## config.mk

```make
export PLATFORM = sky130hd
export DESIGN_NAME = dhm_queue
export DESIGN_NICKNAME = d
export VERILOG_FILES = /design/src/design/decaying_detection_heat_map_assert.svh /design/src/design/dhm_pkg.sv /design/src/design/dhm_queue.sv
export SDC_FILE = /design/constraint.sdc
export NUM_CORES = 1
export LEC_CHECK = 0
export ABC_CLOCK_PERIOD_IN_PS = 4960
export BUFFER_PORTS_ARGS = -buffer_cell sky130_fd_sc_hd__buf_2
export CAP_MARGIN = 30
export CORE_MARGIN = 3
export CORE_UTILIZATION = 40
export CTS_BUF_LIST = sky130_fd_sc_hd__clkbuf_4
export CTS_CLUSTER_SIZE = 8
export DETAILED_ROUTE_END_ITERATION = 16
export HOLD_SLACK_MARGIN = 0.05
export MAX_ROUTING_LAYER = met4
export PLACE_DENSITY = 0.66
export SLEW_MARGIN = 20
export SYNTH_ARGS = -nofsm -noshare
export SYNTH_HDL_FRONTEND = slang
export SYNTH_SLANG_ARGS = --single-unit
```

## constraint.sdc

```tcl
create_clock -name i_clk -period 4.96 [get_ports i_clk]
set_input_delay 0.248 -clock i_clk [delete_from_list [all_inputs] [get_ports i_clk]]
set_output_delay 0.248 -clock i_clk [all_outputs]
set_load 0.005 [all_outputs]
```

## src/design/decaying_detection_heat_map_assert.svh

```systemverilog
// assertion macros for the heat map
`ifndef DECAYING_DETECTION_HEAT_MAP_ASSERT_SVH
`define DECAYING_DETECTION_HEAT_MAP_ASSERT_SVH

// same-cycle implication
`define DHM_ASSERT_IMP(name, clk, rst_n, ante, cons) \
    name: assert property (@(posedge clk) disable iff (!rst_n) (ante) |-> (cons)) \
        else $error("heat map assertion failed");

// next-cycle implication
`define DHM_ASSERT_NXT(name, clk, rst_n, ante, cons) \
    name: assert property (@(posedge clk) disable iff (!rst_n) (ante) |=> (cons)) \
        else $error("heat map assertion failed");

`endif

```

## src/design/dhm_pkg.sv

```systemverilog
`default_nettype none
package dhm_pkg;

    localparam logic [2:0] ACT_BEGIN  = 3'd0;
    localparam logic [2:0] ACT_DETECT = 3'd1;
    localparam logic [2:0] ACT_END    = 3'd2;
    localparam logic [2:0] ACT_READ   = 3'd3;
    localparam logic [2:0] ACT_CLEAR  = 3'd4;

    localparam logic [2:0] CFG_GRID_W   = 3'd0;
    localparam logic [2:0] CFG_GRID_H   = 3'd1;
    localparam logic [2:0] CFG_DECAY    = 3'd2;
    localparam logic [2:0] CFG_CENTROID = 3'd3;
    localparam logic [2:0] CFG_AREA     = 3'd4;

    localparam logic [16:0] NORM_ONE   = 17'h10000;
    localparam int          PEAK_RESET = 256;

    typedef struct packed {
        logic [2:0]  action;
        logic [15:0] box_left;
        logic [15:0] box_top;
        logic [15:0] box_right;
        logic [15:0] box_bottom;
        logic        is_motion;
        logic [11:0] cell_index;
    } t_item;

    typedef struct packed {
        logic [16:0] heat_normalized;
        logic [23:0] heat_raw;
    } t_result;

    typedef enum logic [2:0] {
        OP_DECAY,
        OP_BOX,
        OP_PEAK,
        OP_READ,
        OP_CLEAR
    } t_op;

    typedef struct packed {
        t_op         op;
        logic [15:0] lin_start;
        logic [15:0] lin_end;
        logic        in_range;
        logic        area_on;
        logic [7:0]  x1;
        logic [7:0]  x2;
        logic [7:0]  y1;
        logic [7:0]  y2;
        logic [7:0]  cx;
        logic [7:0]  cy;
        logic [8:0]  w;
    } t_cmd;

    typedef enum logic [2:0] {
        ST_CLEAR,
        ST_IDLE,
        ST_WALK,
        ST_DRAIN,
        ST_FIN,
        ST_DIV
    } t_state;

    function automatic logic [7:0] clamp_pos(logic [8:0] pos, logic [8:0] n);
        return (pos >= n) ? 8'(n - 9'd1) : 8'(pos);
    endfunction

endpackage
`default_nettype wire

```

## src/design/dhm_queue.sv

```systemverilog
`default_nettype none
module dhm_queue (
    input  wire logic          i_clk,
    input  wire logic          i_rst_n,
    input  wire logic          i_push,
    input  wire dhm_pkg::t_cmd i_cmd,
    input  wire logic          i_pop,
    output dhm_pkg::t_cmd      o_cmd,
    output logic               o_full,
    output logic               o_empty
);
    import dhm_pkg::*;

    t_cmd       r_slot [2];
    logic       r_wp, r_rp;
    logic [1:0] r_cnt;

    assign o_cmd   = r_slot[r_rp];
    assign o_full  = (r_cnt == 2'd2);
    assign o_empty = (r_cnt == 2'd0);

    always_ff @(posedge i_clk) begin
        if (i_push) begin
            r_slot[r_wp] <= i_cmd;
        end
        if (!i_rst_n) begin
            r_wp  <= 1'b0;
            r_rp  <= 1'b0;
            r_cnt <= 2'd0;
        end else begin
            if (i_push) begin
                r_wp <= !r_wp;
            end
            if (i_pop) begin
                r_rp <= !r_rp;
            end
            r_cnt <= r_cnt + {1'b0, i_push} - {1'b0, i_pop};
        end
    end
endmodule
`default_nettype wire

```

Yosys cells after proc, flatten, opt, wreduce, memory -nomap -nowiden

Memories as Yosys holds them, arrays and structs flattened. A register that Yosys moved wholly into a read port is not among the register bits.
Cells that the tools add are included.

Register bits after elaboration: 4
RAM bits: 188
Input port bits: 98
Output and inout bits: 96
Word-level logic and storage cells: 14
Memories kept: 1

Add/subtract/negate cells: 2
Equal/unequal tests: 1
Muxes and demuxes: 4
Reduce and logical (&&, ||, !) cells: 3

Memories:

| name   | words | width | read ports | clocked after memory_dff | write ports | RTL line        | source |
|---|---|---|---|---|---|---|---|
| r_slot | 2     | 94    | 1          | 1                        | 1           | dhm_queue.sv:14 | `t_cmd r_slot [2];` |

Operator list:

| kind               | number |
|---|---|
| $mux 1             | 4 |
| $add 2x1->2        | 1 |
| $eq 2x2->1 const B | 1 |
| $logic_not 1->1    | 2 |
| $logic_not 2->1    | 1 |
| $sub 2x1->2        | 1 |

Logic depth before layout (Yosys ltp)

Depth after elaboration: 3
Depth in mapped cells: 6

Worst setup path before layout

No wires, ideal clock.

Path type: register to register
Start: register r_wp
End: memory r_slot[0][0] in the netlist's numbering, enable pin
Setup time: 0.559 ns
Arrival: 4.482 ns
Data required time: 4.401 ns
Setup slack: -0.082 ns
Stages on the path, launching flop included: 2
Path buffers: 0
Clock period less this slack: 5.042 ns
Cells stage by stage: dfxtp_1 -> nor2b_1

RTL lines:

| element                | RTL line        | source |
|---|---|---|
| from (decl)            | dhm_queue.sv:15 | `logic r_wp, r_rp;` |
| from (signal assigned) | dhm_queue.sv:32 | `r_wp <= !r_wp;` |
| to (decl)              | dhm_queue.sv:14 |  |

Straight into the memory's write port.

==> impl_metrics.tcl <==
set metrics [dict create \
    path_clk_slew_ps 150 \
    postCtsSetupRepairBufs 0 \
    drtAntennaViolNets 0 \
    yosysUniqueCellTypes 14 \
    routed_wl_um 14100 \
    grt_pass1_vias 4303 \
    final_util_pct 56.1 \
    fin_area_mm2 0.00947 \
    hold_viol 0 \
    nFillCells 1326 \
    syn_nets 413 \
    setup_viol 0 \
    grt-busiest-layer "met2" \
    place_area_mm2 0.00824 \
    grt-ovfl-total 0 \
    setup_tns_ps 0 \
    dp_slack_ps 2700 \
    grt_use_met3_pct 4.73 \
    fin_ws_ps 2150 \
    r2r_start "r_wp" \
    power.share.sequential_pct 62.8 \
    row_count 47 \
    start_kind "register" \
    net-switching-power_mw 0.691 \
    reg2regPathDepth 2 \
    initial_core_util_pct 41.6 \
    ctsHoldBuffers 98 \
    gp_congestion 0.751 \
    post_cts_resized 0 \
    p_leak_nw 3.56 \
    pwr-share-comb_pct 12.7 \
    drc 0 \
    yosys_warnings 0 \
    io_pins 194 \
    final_max_slew_viol_count 0 \
    via_per_inst 4.64 \
    cts_max_level 4 \
    rr_endpoint "r_slot[1][81]" \
    p_clk_share_pct 24.5 \
    grt_max_degree 61 \
    power_mw 3.05 \
    antenna_found_initial 1 \
    drt_iter0_drc 170 \
    fmax_ghz 0.355 \
    insertion_delay_ps 520 \
    tightest_slew_ps 689 \
    maxCapViolations 0 \
    period_share_pct 56.8 \
    period_minus_slack_ps 2820 \
    cts_sinks 193 \
    final_nets 717 \
    cts_tree "built" \
    synth_area_mm2 0.00702 \
    rrSetupSlack_ps 2900 \
    end_kind "output pin" \
    cp.required_ps 4710 \
    hold_end "r_slot[0][15]" \
    final_common_cell "buf_2" \
    stdcell_count 849 \
    drive_gt1_share_pct 51.4 \
    whs_path_depth 2 \
    placed_cells 720 \
    place_hpwl_um 8830 \
    fin_worst_skew_ps 15.0 \
    hold_class "input port to register" \
    die-area_mm2 0.0192 \
    cp_max_fo 50 \
    cts_root_buf "clkbuf_4" \
    ys_seq_area_share_pct 81.9 \
    wl_per_cell_um 16.6 \
    finalHoldWorstSlack_ps 432 \
    use_met1_pct 17.7 \
    mostFrequentLayoutCells "193 x buf_2, 188 x edfxtp_1, 98 x dlygate4sd3_1" \
    slew_headroom_pct 54.1 \
    syn_inst 313 \
    internal_power_mw 2.36 \
    ys_ff_latch 193 \
    cts_made_buffers 17 \
    power_density_mw_per_mm2 323 \
    first_pass_iters 6 \
    cp.arrival_ps 2570 \
    vdd_drop_max_mv 0.188 \
    status "complete, no violations" \
    core_mm2 0.0169 \
    rsz0062_at_grt "no" \
    grt_first_pass_wirelength_um 22200 \
    use_met2_pct 25.2 \
    cts.path.max_buffers 2 \
    syn2layout_area_growth_pct 34.9 \
    syn_area_per_cell_um2 22.4 \
    via_count 3940 \
    io_buffers 193 \
    path_class "register to output pin" \
    die_w_um 138 \
    swShare_pct 22.6 \
    die_h_um 138 \
    track_usage_pct 15.1 \
    min_from "i_cmd[15]" \
]
[power by group through the flow]
stage | logic [mW] | clock network [mW] | registers (mW)
after global routing | 0.424 | 0.850 | 1.93
after floorplan | 0.187 | 0 | 1.94
after global placement | 0.319 | 0 | 1.95
final | 0.388 | 0.747 | 1.92
after detailed placement | 0.329 | 0 | 1.96
after CTS | 0.394 | 0.783 | 1.92
[synth_stat cells, drive strengths merged]
library cell | count | area share [%]
mux2 | 94 | 15
ha | 2 | 0.36
xor2 | 1 | 0.12
xnor3 | 1 | 0.32
edfxtp | 188 | 80
nor2b | 4 | 0.36
dfxtp | 5 | 1.4
buf | 10 | 1.3
o21a | 1 | 0.11
and2 | 4 | 0.36
nor2 | 1 | 0.053
inv | 2 | 0.11
[how the worst max path moves through the flow]
stage	from	end	slack, ps	cells after the start
final	register	o_cmd[42]	2150	3
after global routing	register	o_cmd[50]	1940	3
after CTS	register	o_cmd[13]	2040	3
after detailed placement	register	o_cmd[13]	2700	3
after global placement	register	o_cmd[13]	2720	3
after floorplan	r_wp	r_slot[0][0]	1750	1
[sequential cells by signal (all words and copies together), names as in the netlist, named ones only]
| name | count |
|---|---|
| r_slot | 188 |
| r_cnt | 2 |
| r_wp | 1 |
| r_rp | 1 |
[cells by family after synthesis]
family / after synthesis / synth area share, %
fa+ha+maj: 2 / 0.356
xor+xnor: 2 / 0.446
mux: 94 / 15.1
flops: 193 / 81.9
simple gates: 9 / 0.766
compound gates: 1 / 0.107
buf+inv: 12 / 1.39
[critical path, cell delays in order, from the launching register on]
cell     delay (ps)
dfxtp_4         820
buf_4           610
mux2_2          420
buf_2           130
[per-layer routing]
layer	routed length, um	vias to the layer above
met3	869	13
met1	5890	1931
met5	0	-
li1	-	1851
met2	7140	145
met4	204	0
[layout make-up]
class	count	area [um^2]	area share (%)
well taps	220	275	2.91
inverters	2	7.51	0.0793
flip-flops and latches	193	5750	60.7
diodes	1	2.50	0.0264
multi-input cells	108	1190	12.5
repair buffers	295	2000	21.1
clock buffers	18	135	1.43
clock inverters	12	111	1.18
Power figures use the tool's default switching activity.
