[config.mk]
export PLATFORM = sky130hd
export DESIGN_NAME = dhm_front
export DESIGN_NICKNAME = d
export VERILOG_FILES = /design/src/design/decaying_detection_heat_map_assert.svh /design/src/design/dhm_pkg.sv /design/src/design/dhm_front.sv
export SDC_FILE = /design/constraint.sdc
export NUM_CORES = 1
export LEC_CHECK = 0
export BUFFER_PORTS_ARGS = -buffer_cell sky130_fd_sc_hd__buf_2
export CORE_ASPECT_RATIO = 0.5
export CORE_UTILIZATION = 29
export DETAILED_ROUTE_END_ITERATION = 7
export PLACE_DENSITY = 0.49
export SETUP_SLACK_MARGIN = 0.05
export SYNTH_ARGS = -nofsm -noshare
export SYNTH_HDL_FRONTEND = slang
export SYNTH_SLANG_ARGS = --single-unit
[constraint.sdc]
create_clock -name vclk -period 48.2
set_clock_uncertainty 0.15 [all_clocks]
set_input_delay 14.46 -clock vclk [all_inputs]
set_output_delay 14.46 -clock vclk [all_outputs]
set_load 0.02 [all_outputs]
[src/design/decaying_detection_heat_map_assert.svh]
// assertion macros for the heat map
`ifndef DECAYING_DETECTION_HEAT_MAP_ASSERT_SVH
`define DECAYING_DETECTION_HEAT_MAP_ASSERT_SVH

// same-cycle implication
`define DHM_ASSERT_IMP(name, clk, rst_n, ante, cons) \
    name: assert property (@(posedge clk) disable iff (!rst_n) (ante) |-> (cons)) \
        else $error("heat map assertion failed");

// next-cycle implication
`define DHM_ASSERT_NXT(name, clk, rst_n, ante, cons) \
    name: assert property (@(posedge clk) disable iff (!rst_n) (ante) |=> (cons)) \
        else $error("heat map assertion failed");

`endif

[src/design/dhm_pkg.sv]
`default_nettype none
package dhm_pkg;

    localparam logic [2:0] ACT_BEGIN  = 3'd0;
    localparam logic [2:0] ACT_DETECT = 3'd1;
    localparam logic [2:0] ACT_END    = 3'd2;
    localparam logic [2:0] ACT_READ   = 3'd3;
    localparam logic [2:0] ACT_CLEAR  = 3'd4;

    localparam logic [2:0] CFG_GRID_W   = 3'd0;
    localparam logic [2:0] CFG_GRID_H   = 3'd1;
    localparam logic [2:0] CFG_DECAY    = 3'd2;
    localparam logic [2:0] CFG_CENTROID = 3'd3;
    localparam logic [2:0] CFG_AREA     = 3'd4;

    localparam logic [16:0] NORM_ONE   = 17'h10000;
    localparam int          PEAK_RESET = 256;

    typedef struct packed {
        logic [2:0]  action;
        logic [15:0] box_left;
        logic [15:0] box_top;
        logic [15:0] box_right;
        logic [15:0] box_bottom;
        logic        is_motion;
        logic [11:0] cell_index;
    } t_item;

    typedef struct packed {
        logic [16:0] heat_normalized;
        logic [23:0] heat_raw;
    } t_result;

    typedef enum logic [2:0] {
        OP_DECAY,
        OP_BOX,
        OP_PEAK,
        OP_READ,
        OP_CLEAR
    } t_op;

    typedef struct packed {
        t_op         op;
        logic [15:0] lin_start;
        logic [15:0] lin_end;
        logic        in_range;
        logic        area_on;
        logic [7:0]  x1;
        logic [7:0]  x2;
        logic [7:0]  y1;
        logic [7:0]  y2;
        logic [7:0]  cx;
        logic [7:0]  cy;
        logic [8:0]  w;
    } t_cmd;

    typedef enum logic [2:0] {
        ST_CLEAR,
        ST_IDLE,
        ST_WALK,
        ST_DRAIN,
        ST_FIN,
        ST_DIV
    } t_state;

    function automatic logic [7:0] clamp_pos(logic [8:0] pos, logic [8:0] n);
        return (pos >= n) ? 8'(n - 9'd1) : 8'(pos);
    endfunction

endpackage
`default_nettype wire

[src/design/dhm_front.sv]
`default_nettype none
module dhm_front #(
    parameter int MAX_GRID_W = 64,
    parameter int MAX_GRID_H = 64
) (
    input  wire logic          i_accept,
    input  wire dhm_pkg::t_item i_item,
    input  wire logic [6:0]    i_grid_width,
    input  wire logic [6:0]    i_grid_height,
    output logic               o_push,
    output dhm_pkg::t_cmd      o_cmd
);
    import dhm_pkg::*;

    logic [8:0]  wc, hc, gw9, gh9;
    logic [16:0] sum_x, sum_y;
    logic [25:0] p_cx, p_cy;
    logic [24:0] p_x1, p_x2, p_y1, p_y2;
    logic [17:0] used;
    logic [7:0]  x1, x2, y1, y2, cx, cy;
    logic        inverted, valid;

    always_comb begin
        gw9 = {2'b00, i_grid_width};
        gh9 = {2'b00, i_grid_height};
        wc = (gw9 == 9'd0) ? 9'd1 : ((gw9 > 9'(MAX_GRID_W)) ? 9'(MAX_GRID_W) : gw9);
        hc = (gh9 == 9'd0) ? 9'd1 : ((gh9 > 9'(MAX_GRID_H)) ? 9'(MAX_GRID_H) : gh9);
        sum_x = {1'b0, i_item.box_left} + {1'b0, i_item.box_right};
        sum_y = {1'b0, i_item.box_top} + {1'b0, i_item.box_bottom};
        p_cx = 26'(sum_x) * 26'(wc);
        p_cy = 26'(sum_y) * 26'(hc);
        p_x1 = 25'(i_item.box_left) * 25'(wc);
        p_x2 = 25'(i_item.box_right) * 25'(wc);
        p_y1 = 25'(i_item.box_top) * 25'(hc);
        p_y2 = 25'(i_item.box_bottom) * 25'(hc);
        used = 18'(wc) * 18'(hc);
        cx = clamp_pos(p_cx[25:17], wc);
        cy = clamp_pos(p_cy[25:17], hc);
        x1 = clamp_pos(p_x1[24:16], wc);
        x2 = clamp_pos(p_x2[24:16], wc);
        y1 = clamp_pos(p_y1[24:16], hc);
        y2 = clamp_pos(p_y2[24:16], hc);
        inverted = (x1 > x2) || (y1 > y2);
    end

    always_comb begin
        valid = 1'b1;
        o_cmd = '0;
        o_cmd.op = OP_DECAY;
        o_cmd.w = wc;
        o_cmd.cx = cx;
        o_cmd.cy = cy;
        o_cmd.area_on = !inverted;
        o_cmd.x1 = inverted ? cx : x1;
        o_cmd.x2 = inverted ? cx : x2;
        o_cmd.y1 = inverted ? cy : y1;
        o_cmd.y2 = inverted ? cy : y2;
        o_cmd.lin_start = 16'd0;
        o_cmd.lin_end = 16'(used - 18'd1);
        o_cmd.in_range = {6'd0, i_item.cell_index} < used;
        unique case (i_item.action)
            ACT_BEGIN: o_cmd.op = OP_DECAY;
            ACT_DETECT: begin
                o_cmd.op = OP_BOX;
                valid = !i_item.is_motion;
            end
            ACT_END: o_cmd.op = OP_PEAK;
            ACT_READ: begin
                o_cmd.op = OP_READ;
                o_cmd.lin_start = {4'd0, i_item.cell_index};
                o_cmd.lin_end = {4'd0, i_item.cell_index};
            end
            ACT_CLEAR: o_cmd.op = OP_CLEAR;
            default: valid = 1'b0;
        endcase
        o_push = i_accept && valid;
    end
endmodule
`default_nettype wire

* Word-level counts from Yosys, hierarchy flattened *
Index checks and enable logic that the tools add are counted.

cells by class
  add/subtract/negate cells = 5
  multipliers = 7
  div/mod/pow operators = 0
  order comparisons = 11
  eq/ne operators = 4
  shift-type cells = 0
  muxes and demuxes = 17
  bitwise logic cells = 0
  reduce and logical (&&, ||, !) cells = 8

operators by type and width
  operator               number
  $mul 16x7->23          4
  $mux 8                 10
  $mul 17x7->24          2
  $ge 7x7->1             6
  $add 16x16->17         2
  $mux 28                1
  $mux 7                 4
  $gt 8x8->1             2
  $sub 7x1->8 const B    2
  $sub 14x1->15 const B  1
  $gt 7x7->1 const B     2
  $logic_not 7->1        2
  $lt 12x14->1           1
  $mul 7x7->14           1
  $pmux 3 s4             1
  $eq 3x2->1 const B     2
  $reduce_or 4->1        1
  $eq 3x1->1 const B     1
  $eq 3x3->1 const B     1
  $logic_not 3->1        1
  $logic_not 1->1        2
  $pmux 1 s2             1
  $logic_and 1x1->1      1
  $logic_or 1x1->1       1

word-level totals
  bits in registers = 0
  latch bits = 0
  memory bits (writable) = 0
  bits in read-only memories = 0
  output and inout port bits = 95
  logic and storage cells = 52
  memories = 0

* Longest topological paths before layout *
  depth in word-level cells = 9
  depth in mapped cells = 41
  mapped depth without buffers = 37

* Worst setup path after synthesis *
No wires, ideal clock.

  path kind = in2out
  start = input port i_grid_height[6]
  end = output port o_cmd[31] (netlist name)
  arrival = 22.540 ns
  required time = 33.590 ns
  path slack = 11.050 ns
  stages = 35
  path buffers = 3
  cell sequence = buf_4 > nor2b_1 > clkbuf_1 > clkbuf_1 > and2_1 > fa_1 > fa_1 > fa_1 > inv_1 > fa_1 > inv_1 > ha_1 > a21o_1 > a211o_1 > o21ai_0 > a21boi_0 > or2_2 > a311oi_1 > inv_1 > ha_1 > a21o_1 > a21oi_1 > o21ai_0 > a31o_2 > or3_1 > mux2i_1 > nor3_1 > ha_1 > nand2_1 > o21ai_0 > mux2i_1 > o21ai_1 > clkinv_1 > or4b_2 > o21ai_0

RTL lines
  element             line             RTL
  start: declaration  dhm_front.sv:9   input wire logic [6:0] i_grid_height,
  end: declaration    dhm_front.sv:11  output dhm_pkg::t_cmd o_cmd

==> results.txt <==
The tools report the number of antenna violations at the first check in global routing as 4. Sequential cell area fraction in the yosys report: 0. The estimated wirelength of the detail-placed design is 54,400 um, and the overall fraction of global-route tracks in use is 0.159. For the total count of max-transition violations in the final report, the log shows 0.

The share of post-route cells with drive strength above 1 is 0.0784, and the simple-gate share of the synthesized area is 0.218. The total area inside the core boundary comes to 83,900 um2. The via density per instance works out to 4.83. Leaving out fill and tap cells, the most frequent cells in the layout are sky130_fd_sc_hd__inv_1 (444), sky130_fd_sc_hd__fa_1 (444), sky130_fd_sc_hd__nand2_1 (416). The worst-case IR drop observed on VDD is 0.0582 mV. The largest incremental delay on the critical path is 0.78 ns. In this run the static leakage power is 14.0 nW.

The clock buffers instantiated in the layout total 0. The starting density of the core is 0.293. The number of hold-slack violations in the final timing report was 0. The chip height came out at 208 um. In this run the remaining antenna-violating nets after routing total 0.

The logs give 67,900 um for the routed wire length and 0 for the number of sequential cells in the layout. For the pin with the worst max-slew slack, the measured transition is 0.932 ns. The logs give 3,950 for the total number of nets in the final design and 75 for the row count.

For the finished layout, the period the worst path requires is 39.42 ns. The cell count after synthesis came out at 2,938. The mapped cell area was 24,600 um2. For the worst setup path, the data required time is 33.59 ns. The complex-gate fraction of the synthesized area was 0.102. Adder-cell share of the synthesized area: 0.551. The critical path class was in2out. Master of the slowest instance on the critical path: sky130_fd_sc_hd__or4b_2. Among the stages of the critical path, the cell type that occurs most often is sky130_fd_sc_hd__fa_1.

The area growth from synthesis to layout was 8.52%. The wire length of the first global-routing pass is 111,000 um. The die covers 86,000 um2. The tools report the worst relative slew slack as 0.362. Capturing element type of the critical path: an output port. The number of setup buffers added after CTS is 0. The number of optimization iterations in the first detailed-route pass is 5, and the number of max-cap violations is 0.

After routing, the total negative slack on setup checks comes to 0 ns. 190 I/O pins were placed. Timing would allow up to 0.0254 GHz.

Fraction of synthesized area in multiplexers: 0.00998. The number of distinct standard cells referenced by the synthesized netlist was 79; the final routed DRC violation total was 0. The count of warnings emitted by yosys was 0.

For this design, the CTS-stage hold fixing added 0 buffers. Post-detailed-route wirelength per cell: 16.3 um. Post-route clock period utilization: 0.818. STA classifies the critical path startpoint as an input port. The flow ran to the end, and the final reports show no timing, DRC or antenna violations. For this design the ratio of total power to cell area is 29.4 nW/um2.

For the total congestion overflow after global routing, the log shows 0. The mean area per synthesized cell came out at 8.37 um2. Buffers placed on the I/O ports in this run total 178. The largest net degree at the start of global routing was 63. The arrival time at the worst endpoint came out at 24.81 ns. The combinational family with the most area after synthesis was adder cells. The congestion estimate from routability-driven global placement came to 0.832.

The count of final setup violators was 0. Across all layers, the routed design uses 20,083 vias. In this run, post-CTS repair resized a total of 0 instances. The final core area utilization came out at 0.318.

The run gives 20,784 as the via count of the first global-routing pass. The xor-xnor portion of the synthesized cell area was 0.0303. Setup repair after global routing left no endpoint under its margin. In this run the worst hold path is classified as in2out. Of all nets on the critical path, the largest fanout is 57.

The sequential standard cell area came out at 0 um2. The die is 414 um wide. The detailed router's first-iteration violation count came out at 738.
[critical path, delay by kind of cell]
| family | cells | cell delay, ns |
|---|---|---|
| AO/OA/AOI/OAI | 12 | 3.20 |
| adder cells (fa/ha/maj) | 7 | 2.88 |
| buffers and inverters | 8 | 2.05 |
| multiplexers | 2 | 0.36 |
| AND/OR/NAND/NOR | 7 | 1.83 |
[routing by layer]
metal / GRT usage / part of all wire
met5: 0 / 0.00046
met4: 0.0189 / 0.014
met3: 0.00970 / 0.031
met2: 0.279 / 0.49
met1: 0.219 / 0.47
[logic make-up after synthesis]
family / Yosys count
muxes: 24
xor gates and xnor gates: 85
AOI/OAI and AO/OA: 377
adders and majority gates: 816
buffers and inverters: 560
and+or+nand+nor: 1074
other: 2
[power by group]
group           internal, mW  switching (mW)     total (mW)
Clock          0.00000000832               0  0.00000000834
Sequential                 0               0              0
Combinational          0.302           0.483          0.785
Total                  0.302           0.483          0.785
[area by class of cell]
type | count | area, um2
timing repair buffer | 197 | 1030
tap | 1116 | 1400
fill | 9000 | 57200
inverter | 448 | 1680
antenna | 3 | 7.51
multi-input combinational | 2392 | 22500
[worst paths after layout]
path	start	to	slack [ns]	depth (start not counted)
setup / recovery	i_grid_height[6]	o_cmd[39]	8.78	36
hold / removal	i_item[77]	o_cmd[93]	29.06	3
[through the flow]
stage	hold slack, ns	cell area [um2]	worst slack, ns	instances	power (mW)
6_report	29.06	26700	8.78	4156	0.785
5_1_grt	29.06	26700	8.03	4155	0.893
4_1_cts	29.05	26700	8.90	4153	0.794
3_5_place_dp	29.05	26700	8.94	4153	0.789
3_3_place_gp	29.05	26700	9.07	4153	0.781
2_1_floorplan	28.85	24600	11.05	2952	0.573
[synthesized netlist by cell type, drive strengths merged (22+ instances only)]
master    n  area [um2]
nor2    111         417
and2    357        2230
o21ai    73         365
xor2     25         219
fa      444        8890
ha      372        4650
and3     23         144
a21oi   100         500
inv     446        1680
nand2b   22         138
xnor2    60         526
a21o     42         317
clkbuf   94         353
nor3     42         215
nand2   416        1560
o21a     24         180
nand3    29         145
(Power assumes the default switching activity.)
